--- src/rtl/vlcbp_pkg.sv ---
package vlcbp_pkg;

  // Field widths of one input item
  localparam int CODE_W = 24;
  localparam int LEN_W  = 5;
  localparam int CHAR_W = 7;
  localparam int REQ_W  = 2;

  // Longest code; longer lengths saturate here
  localparam int MAX_CODE_BITS = 24;

  // Table entry: code in the low bits, length above it
  localparam int ENTRY_W = CODE_W + LEN_W;

  // Output side: up to three bytes per item
  localparam int BYTE_W = 8;
  localparam int PEND_W = 3;               // pending bit count, 0..7
  localparam int NB_W   = 3;               // byte count of one item, 0..3
  localparam int WORD_W = 4 * BYTE_W;      // bytes produced by one item
  localparam int SUM_W  = 5 * BYTE_W;      // room for the shift by 8*nb
  localparam int TOT_W  = 6;               // pending + new bits, 0..31

  typedef enum logic [REQ_W-1:0] {
    REQ_APPEND = 2'd0,
    REQ_ENCODE = 2'd1,
    REQ_LOAD   = 2'd2,
    REQ_PAD    = 2'd3
  } req_t;

  // Item held between the input register and the packer
  typedef struct packed {
    req_t              req;
    logic [CODE_W-1:0] code;   // already masked to len
    logic [LEN_W-1:0]  len;    // already saturated
    logic              hit;    // char_code addresses a table entry
  } item_t;

  // Bytes handed from the packer to the output register
  typedef struct packed {
    logic              vld;
    logic [WORD_W-1:0] data;   // first byte in the low bits
    logic [NB_W-1:0]   cnt;    // 1..3
  } push_t;

endpackage

--- src/rtl/vlcbp_ram.sv ---
module vlcbp_ram #(
  parameter int WIDTH = 8,
  parameter int DEPTH = 16
) (
  input  logic                     clk,
  input  logic                     we,
  input  logic                     re,
  input  logic [$clog2(DEPTH)-1:0] addr,
  input  logic [WIDTH-1:0]         wdata,
  output logic [WIDTH-1:0]         rdata
);

  logic [WIDTH-1:0] mem [DEPTH];
  logic [WIDTH-1:0] rdata_r;

  // Single port, registered read; read data holds when re is low
  always_ff @(posedge clk) begin
    if (we) begin
      mem[addr] <= wdata;
    end
    if (re) begin
      rdata_r <= mem[addr];
    end
  end

  assign rdata = rdata_r;

endmodule

--- src/rtl/vlcbp_front.sv ---
module vlcbp_front
  import vlcbp_pkg::*;
#(
  parameter int TABLE_ENTRIES = 128
) (
  input  logic               clk,
  input  logic               rst_n,
  input  logic               in_tvalid,
  output logic               in_tready,
  input  logic [39:0]        in_tdata,
  input  logic [REQ_W-1:0]   in_tuser,
  input  logic               adv,
  output logic               s1_valid,
  output item_t              s1_item,
  output logic [ENTRY_W-1:0] tbl_rdata
);

  localparam int AW   = $clog2(TABLE_ENTRIES);
  localparam int IDXW = (AW > CHAR_W) ? AW + 1 : CHAR_W + 1;

  logic              s1_valid_r;
  item_t             s1_item_r;
  logic              accept;
  req_t              req;
  logic [CODE_W-1:0] value;
  logic [LEN_W-1:0]  len_raw;
  logic [LEN_W-1:0]  len_sat;
  logic [CHAR_W-1:0] chr;
  logic [IDXW-1:0]   idx;
  logic              hit;
  logic [AW-1:0]     addr;
  item_t             item_nxt;

  assign in_tready = !s1_valid_r || adv;
  assign accept    = in_tvalid && in_tready;

  // Unpack the transfer
  assign req     = req_t'(in_tuser);
  assign value   = in_tdata[CODE_W-1:0];
  assign len_raw = in_tdata[CODE_W+LEN_W-1:CODE_W];
  assign chr     = in_tdata[CODE_W+LEN_W+CHAR_W-1:CODE_W+LEN_W];

  // Saturate the length, drop stray code bits
  assign len_sat = (len_raw > LEN_W'(MAX_CODE_BITS)) ? LEN_W'(MAX_CODE_BITS) : len_raw;

  // Table index range check
  assign idx  = IDXW'(chr);
  assign hit  = idx < IDXW'(TABLE_ENTRIES);
  assign addr = idx[AW-1:0];

  always_comb begin
    item_nxt.req  = req;
    item_nxt.len  = len_sat;
    item_nxt.code = value & ~({CODE_W{1'b1}} << len_sat);
    item_nxt.hit  = hit;
  end

  // Code table: loads write, encodes read, both at input transfer
  vlcbp_ram #(
    .WIDTH (ENTRY_W),
    .DEPTH (TABLE_ENTRIES)
  ) u_table (
    .clk   (clk),
    .we    (accept && (req == REQ_LOAD) && hit),
    .re    (accept && (req == REQ_ENCODE) && hit),
    .addr  (addr),
    .wdata ({item_nxt.len, item_nxt.code}),
    .rdata (tbl_rdata)
  );

  // Input register
  always_ff @(posedge clk) begin
    if (!rst_n) begin
      s1_valid_r <= 1'b0;
    end else if (in_tready) begin
      s1_valid_r <= in_tvalid;
    end
  end

  always_ff @(posedge clk) begin
    if (accept) begin
      s1_item_r <= item_nxt;
    end
  end

  assign s1_valid = s1_valid_r;
  assign s1_item  = s1_item_r;

endmodule

--- src/rtl/vlcbp_pack.sv ---
module vlcbp_pack
  import vlcbp_pkg::*;
(
  input  logic               clk,
  input  logic               rst_n,
  input  logic               s1_valid,
  input  item_t              s1_item,
  input  logic [ENTRY_W-1:0] tbl_rdata,
  input  logic               res_free,
  output logic               adv,
  output push_t              push
);

  logic [BYTE_W-1:0] acc_r, acc_nxt;
  logic [PEND_W-1:0] cnt_r, cnt_nxt;
  logic [CODE_W-1:0] v;
  logic [TOT_W-1:0]  n;
  logic [TOT_W-1:0]  total;
  logic [NB_W-1:0]   nb;
  logic [SUM_W-1:0]  sum;
  logic [SUM_W-1:0]  rest;

  // Pick the bits to append for this request
  always_comb begin
    v = '0;
    n = '0;
    unique case (s1_item.req)
      REQ_APPEND: begin
        v = s1_item.code;
        n = TOT_W'(s1_item.len);
      end
      REQ_ENCODE: begin
        if (s1_item.hit) begin
          v = tbl_rdata[CODE_W-1:0];
          n = TOT_W'(tbl_rdata[ENTRY_W-1:CODE_W]);
        end
      end
      REQ_LOAD: begin
        n = '0;
      end
      REQ_PAD: begin
        if (cnt_r != '0) begin
          n = TOT_W'(BYTE_W) - TOT_W'(cnt_r);
        end
      end
      default: begin
        n = '0;
      end
    endcase
  end

  // Merge into the pending bits and split off whole bytes
  assign sum     = SUM_W'(acc_r) | (SUM_W'(v) << cnt_r);
  assign total   = TOT_W'(cnt_r) + n;
  assign nb      = total[TOT_W-1:3];
  assign rest    = sum >> {nb, 3'b000};
  assign acc_nxt = rest[BYTE_W-1:0];
  assign cnt_nxt = total[PEND_W-1:0];

  // Items with no bytes never wait on the output register
  assign adv = s1_valid && ((nb == '0) || res_free);

  always_comb begin
    push.vld  = adv && (nb != '0);
    push.data = sum[WORD_W-1:0];
    push.cnt  = nb;
  end

  always_ff @(posedge clk) begin
    if (!rst_n) begin
      acc_r <= '0;
      cnt_r <= '0;
    end else if (adv) begin
      acc_r <= acc_nxt;
      cnt_r <= cnt_nxt;
    end
  end

endmodule

--- src/rtl/vlcbp_out.sv ---
module vlcbp_out
  import vlcbp_pkg::*;
(
  input  logic        clk,
  input  logic        rst_n,
  input  push_t       push,
  output logic        res_free,
  output logic        out_tvalid,
  input  logic        out_tready,
  output logic [7:0]  out_tdata,
  output logic        out_tlast
);

  logic              res_valid_r;
  logic [WORD_W-1:0] res_data_r;
  logic [NB_W-1:0]   res_cnt_r;
  logic              xfer;
  logic              final_byte;

  assign xfer       = res_valid_r && out_tready;
  assign final_byte = res_cnt_r == NB_W'(1);
  assign res_free   = !res_valid_r || (xfer && final_byte);

  // Result register: loads a group of bytes, shifts one out per transfer
  always_ff @(posedge clk) begin
    if (!rst_n) begin
      res_valid_r <= 1'b0;
      res_cnt_r   <= '0;
    end else if (push.vld) begin
      res_valid_r <= 1'b1;
      res_cnt_r   <= push.cnt;
    end else if (xfer) begin
      res_valid_r <= !final_byte;
      res_cnt_r   <= res_cnt_r - NB_W'(1);
    end
  end

  always_ff @(posedge clk) begin
    if (push.vld) begin
      res_data_r <= push.data;
    end else if (xfer) begin
      res_data_r <= res_data_r >> BYTE_W;
    end
  end

  assign out_tvalid = res_valid_r;
  assign out_tdata  = res_data_r[BYTE_W-1:0];
  assign out_tlast  = final_byte;

endmodule

--- src/rtl/variable_length_code_bit_packer_unit.sv ---
// LSB-first variable-length code packer. Each input transfer appends raw
// bits, encodes a 7-bit character through the loadable code table, loads
// one table entry, or zero-pads the pending partial byte. Whole bytes come
// out one per transfer, earliest bits in the low positions, and tlast marks
// the last byte of each input item (a load, a zero-length code or a pad with
// nothing pending gives no byte). Table entries must be loaded before they
// are used for encoding. An item enters in every cycle as long as the
// output keeps up: the table read sits in the input register stage and the
// shift/OR merge sits in front of the result register, so an item passes
// through only those two registers on its way out. Sustained throughput is set
// by the one-byte output port: an item producing k bytes (up to three, since
// at most seven pending bits meet a 24-bit code) occupies the result register
// until all k of them have been transferred, and the input stalls only when a
// new item has bytes while that register still holds more than its final byte,
// or holds its final byte and the receiver does not take it in that cycle.
module variable_length_code_bit_packer_unit
  import vlcbp_pkg::*;
#(
  parameter int TABLE_ENTRIES = 128
) (
  input  logic             clk,
  input  logic             rst_n,
  input  logic             in_tvalid,
  output logic             in_tready,
  input  logic [39:0]      in_tdata,   // code_value[23:0], code_length[28:24], char_code[35:29]
  input  logic [REQ_W-1:0] in_tuser,   // req_type[1:0]
  output logic             out_tvalid,
  input  logic             out_tready,
  output logic [7:0]       out_tdata,  // out_byte[7:0]
  output logic             out_tlast
);

  logic               s1_valid;
  item_t              s1_item;
  logic [ENTRY_W-1:0] tbl_rdata;
  logic               adv;
  logic               res_free;
  push_t              push;

  vlcbp_front #(
    .TABLE_ENTRIES (TABLE_ENTRIES)
  ) u_front (
    .clk       (clk),
    .rst_n     (rst_n),
    .in_tvalid (in_tvalid),
    .in_tready (in_tready),
    .in_tdata  (in_tdata),
    .in_tuser  (in_tuser),
    .adv       (adv),
    .s1_valid  (s1_valid),
    .s1_item   (s1_item),
    .tbl_rdata (tbl_rdata)
  );

  vlcbp_pack u_pack (
    .clk       (clk),
    .rst_n     (rst_n),
    .s1_valid  (s1_valid),
    .s1_item   (s1_item),
    .tbl_rdata (tbl_rdata),
    .res_free  (res_free),
    .adv       (adv),
    .push      (push)
  );

  vlcbp_out u_out (
    .clk        (clk),
    .rst_n      (rst_n),
    .push       (push),
    .res_free   (res_free),
    .out_tvalid (out_tvalid),
    .out_tready (out_tready),
    .out_tdata  (out_tdata),
    .out_tlast  (out_tlast)
  );

endmodule
--- config.mk ---
export PLATFORM = sky130hd
export DESIGN_NAME = variable_length_code_bit_packer_unit
export DESIGN_NICKNAME = d
export VERILOG_FILES = /design/src/rtl/vlcbp_pkg.sv /design/src/rtl/vlcbp_ram.sv /design/src/rtl/vlcbp_front.sv /design/src/rtl/vlcbp_pack.sv /design/src/rtl/vlcbp_out.sv /design/src/rtl/variable_length_code_bit_packer_unit.sv
export SDC_FILE = /design/constraint.sdc
export NUM_CORES = 2
export LEC_CHECK = 0
export ABC_AREA = 0
export BUFFER_PORTS_ARGS = -buffer_cell sky130_fd_sc_hd__buf_4
export CAP_MARGIN = 20
export CORE_MARGIN = 1.5
export CORE_UTILIZATION = 50
export DETAILED_ROUTE_END_ITERATION = 12
export PLACE_DENSITY = 0.7
export SLEW_MARGIN = 5
export SYNTH_ARGS = -nofsm -noshare
export SYNTH_HDL_FRONTEND = slang
export SYNTH_HIERARCHICAL = 1
export SYNTH_SLANG_ARGS = --single-unit
--- constraint.sdc ---
create_clock -name clk -period 18.7 [get_ports clk]
set_clock_uncertainty 0.2 [all_clocks]
set_input_delay 2.805 -clock clk [delete_from_list [all_inputs] [get_ports clk]]
set_output_delay 2.805 -clock clk [all_outputs]
set_load 0.01 [all_outputs]
==> qor.yml <==
status: "finished, final reports clean"
netlist_top_cells_area: "edfxtp_1, a221oi_1, a22oi_1"
cpMaxStageDelayCell: "nor2b_1"
p_leak_nw: 53.7
die-area_um2: 301000
rsz0062_at_grt: "no"
cts-resized-gates: 0
dp_hpwl_um: 266000
slew_headroom: 0.0786
whs_ns: 0.261
startpoint_type: "flip-flop"
finalCritPeriodShare: 0.446
netlist_area_um2: 149000
synth_top_area_frac: 0.767
max_stage_delay_ns: 0.51
crit_required_ns: 15.69
grt_start_max_net_pins: 145
syn2layout_area_growth_pct: 12.1
drt-initial-drc-count: 15735
overflow: 0
place_ws_ns: 9.71
die_x_um: 549
finalHoldViolCount: 0
cpMostUsedCell: "inv_1"
vias: 91633
fin_util: 0.562
final_cell_mix: "edfxtp_1, a221oi_1, a22oi_1"
netlist_instances: 8741
crit_chain: "buf_4 -> inv_1 -> ha_1 -> ha_1 -> nor2b_1 -> a22o_1 -> a22o_1 -> inv_1 -> fa_1 -> inv_1 -> a21oi_1 -> nand4_1 -> a21o_1 -> a21boi_4 -> nor2b_1 -> inv_1 -> buf_4"
grt_pass1_wl_um: 654000
worstMarginPinSlew_ns: 1.37
gp_congestion: 0.916
yosys.cell_types.count: 101
crit_buf_inv: 6
period_needed_ns: 8.34
tns_ns: 0
hold_class: "flip-flop to flip-flop"
max_freq_mhz: 120
first_global_vias: 87282
syn_nets: 8795
io_pins: 57
layout_commonest_cell: "edfxtp_1"
core_region_area_um2: 297000
drc: 0
irDropWorstVdd_mv: 0.0803
rows: 200
drive_above_1_share: 0.165
cts_setup_buffers: 0
setup_viol: 0
clk_latency_ns: 0.95
fp.dieH_um: 549
syn_area_per_cell_um2: 17.0
grt_antenna_before_repair: 37
cts_buffers: 374
htreeDepth: 5
async_flop_share: 0
nets: 8876
path_delay_family: "buffers and inverters"
first_pass_iters: 6
antenna_left: 0
synth_area_leader_cell: "edfxtp_1"
wl_um: 470000
clock_path_buffers: 4
synth_edf_count: 3804
synthFlopType: "edfxtp_1"
cts_tree: "built"
power_w: 0.0180
crit_arrival_ns: 5.34
clock-sinks: 3820
synth_warnings: 6
worst-setup-path-type: "flip-flop to output port"
crit_path_end_kind: "output port"
grt_util_met2: 0.451
path_max_fanout: 30
maxSlewViolCount: 0
fin_ws_ns: 10.36
clkTransAtPathRegs_ns: 0.07
grt-busiest-layer: "met2"
yosysSeqAreaShare: 0.770
power.density_nw_per_um2: 108
portBuffers: 52
ys_seq_elements: 3820
met1_usage: 0.400
post_drt_wl_per_cell_um: 35.9
drv_cap: 0
grt_use_met3: 0.0941
grt.total_usage: 0.306
cts_hold_buf: 0
via_per_inst: 7.01
cts-root-buf: "clkbuf_16"
initial_utilization: 0.502
==> final timing paths <==
path	from	to	slack [ns]	cells past startpoint
worst min register to register	u_pack/acc_r[3]	u_pack/acc_r[3]	0.26	1
worst max-delay path	u_pack/cnt_r[0]	in_tready	10.36	17
worst max register to register	u_pack/cnt_r[0]	u_front/u_table/mem[55][20]	10.87	20
worst min-delay path	u_pack/acc_r[3]	u_pack/acc_r[3]	0.26	1
==> state kept, by name, indices dropped and copies added (netlist names) <==
| name | flops |
|---|---|
| u_front/u_table/rdata | 29 |
| u_out/res_cnt_r | 3 |
| u_front/u_table/mem | 3712 |
| u_out/out_tvalid | 1 |
| u_front/s1_item | 31 |
| u_pack/acc_r | 8 |
| u_out/res_data_r | 32 |
| u_pack/cnt_r | 3 |
| u_front/s1_valid | 1 |
==> cell type report <==
type	instances	area, µm²
Antenna cell	24	60.1
Clock buffer	443	9770
Clock inverter	225	2100
Fill cell	21944	130000
Inverter	30	128
Multi-Input combinational cell	4188	31700
Sequential cell	3820	115000
Tap cell	3939	4930
Timing Repair Buffer	408	3590
==> per-layer routing <==
layer  up-vias  share of wire
met5         -        0.00037
li1      36444              -
met2      7484           0.44
met1     46338           0.35
met3      1355           0.15
met4        12          0.071
==> where the power goes <==
part	leakage [nW]	total, W	switching (W)	internal, W
Sequential	36.4	0.00947	0.00000852	0.00946
Combinational	11.5	0.00114	0.000860	0.000279
Clock	5.82	0.00739	0.00321	0.00418
Total	53.7	0.0180	0.00408	0.0139
==> Yosys cell counts, types with 49 or more instances <==
cell and n:
edfxtp_1 3804, a221oi_1 696, a21oi_1 442, a22oi_1 439
o21ai_0 343, nor2_1 308, clkbuf_1 282, mux2_2 277
buf_2 255, mux2i_1 219, nand2_1 203, o22ai_1 197
nor2b_1 146, buf_1 73, a221o_1 72, a211oi_1 66
buf_4 59, o221ai_1 53, mux4_2 52, a22o_1 49
==> kinds of logic (layout without fill, tap and decap cells) <==
kind of cell	after synthesis	count (layout)	share of synthesized area
simple gates	931	931	0.0307
mux	560	560	0.0445
compound gates	2683	2683	0.130
buf+inv	733	1106	0.0239
other cells	2	26	0.0000505
fa+ha+maj	8	8	0.000723
flops	3820	3820	0.770
xor+xnor	4	4	0.000235
==> per-stage QoR <==
stage          area [µm²]  std cells
6_report           167000      13077
5_1_grt            167000      13058
4_1_cts            166000      13029
3_5_place_dp       154000      12361
3_3_place_gp       154000      12350
2_1_floorplan      149000       8741
Power figures use the tool's default switching activity.
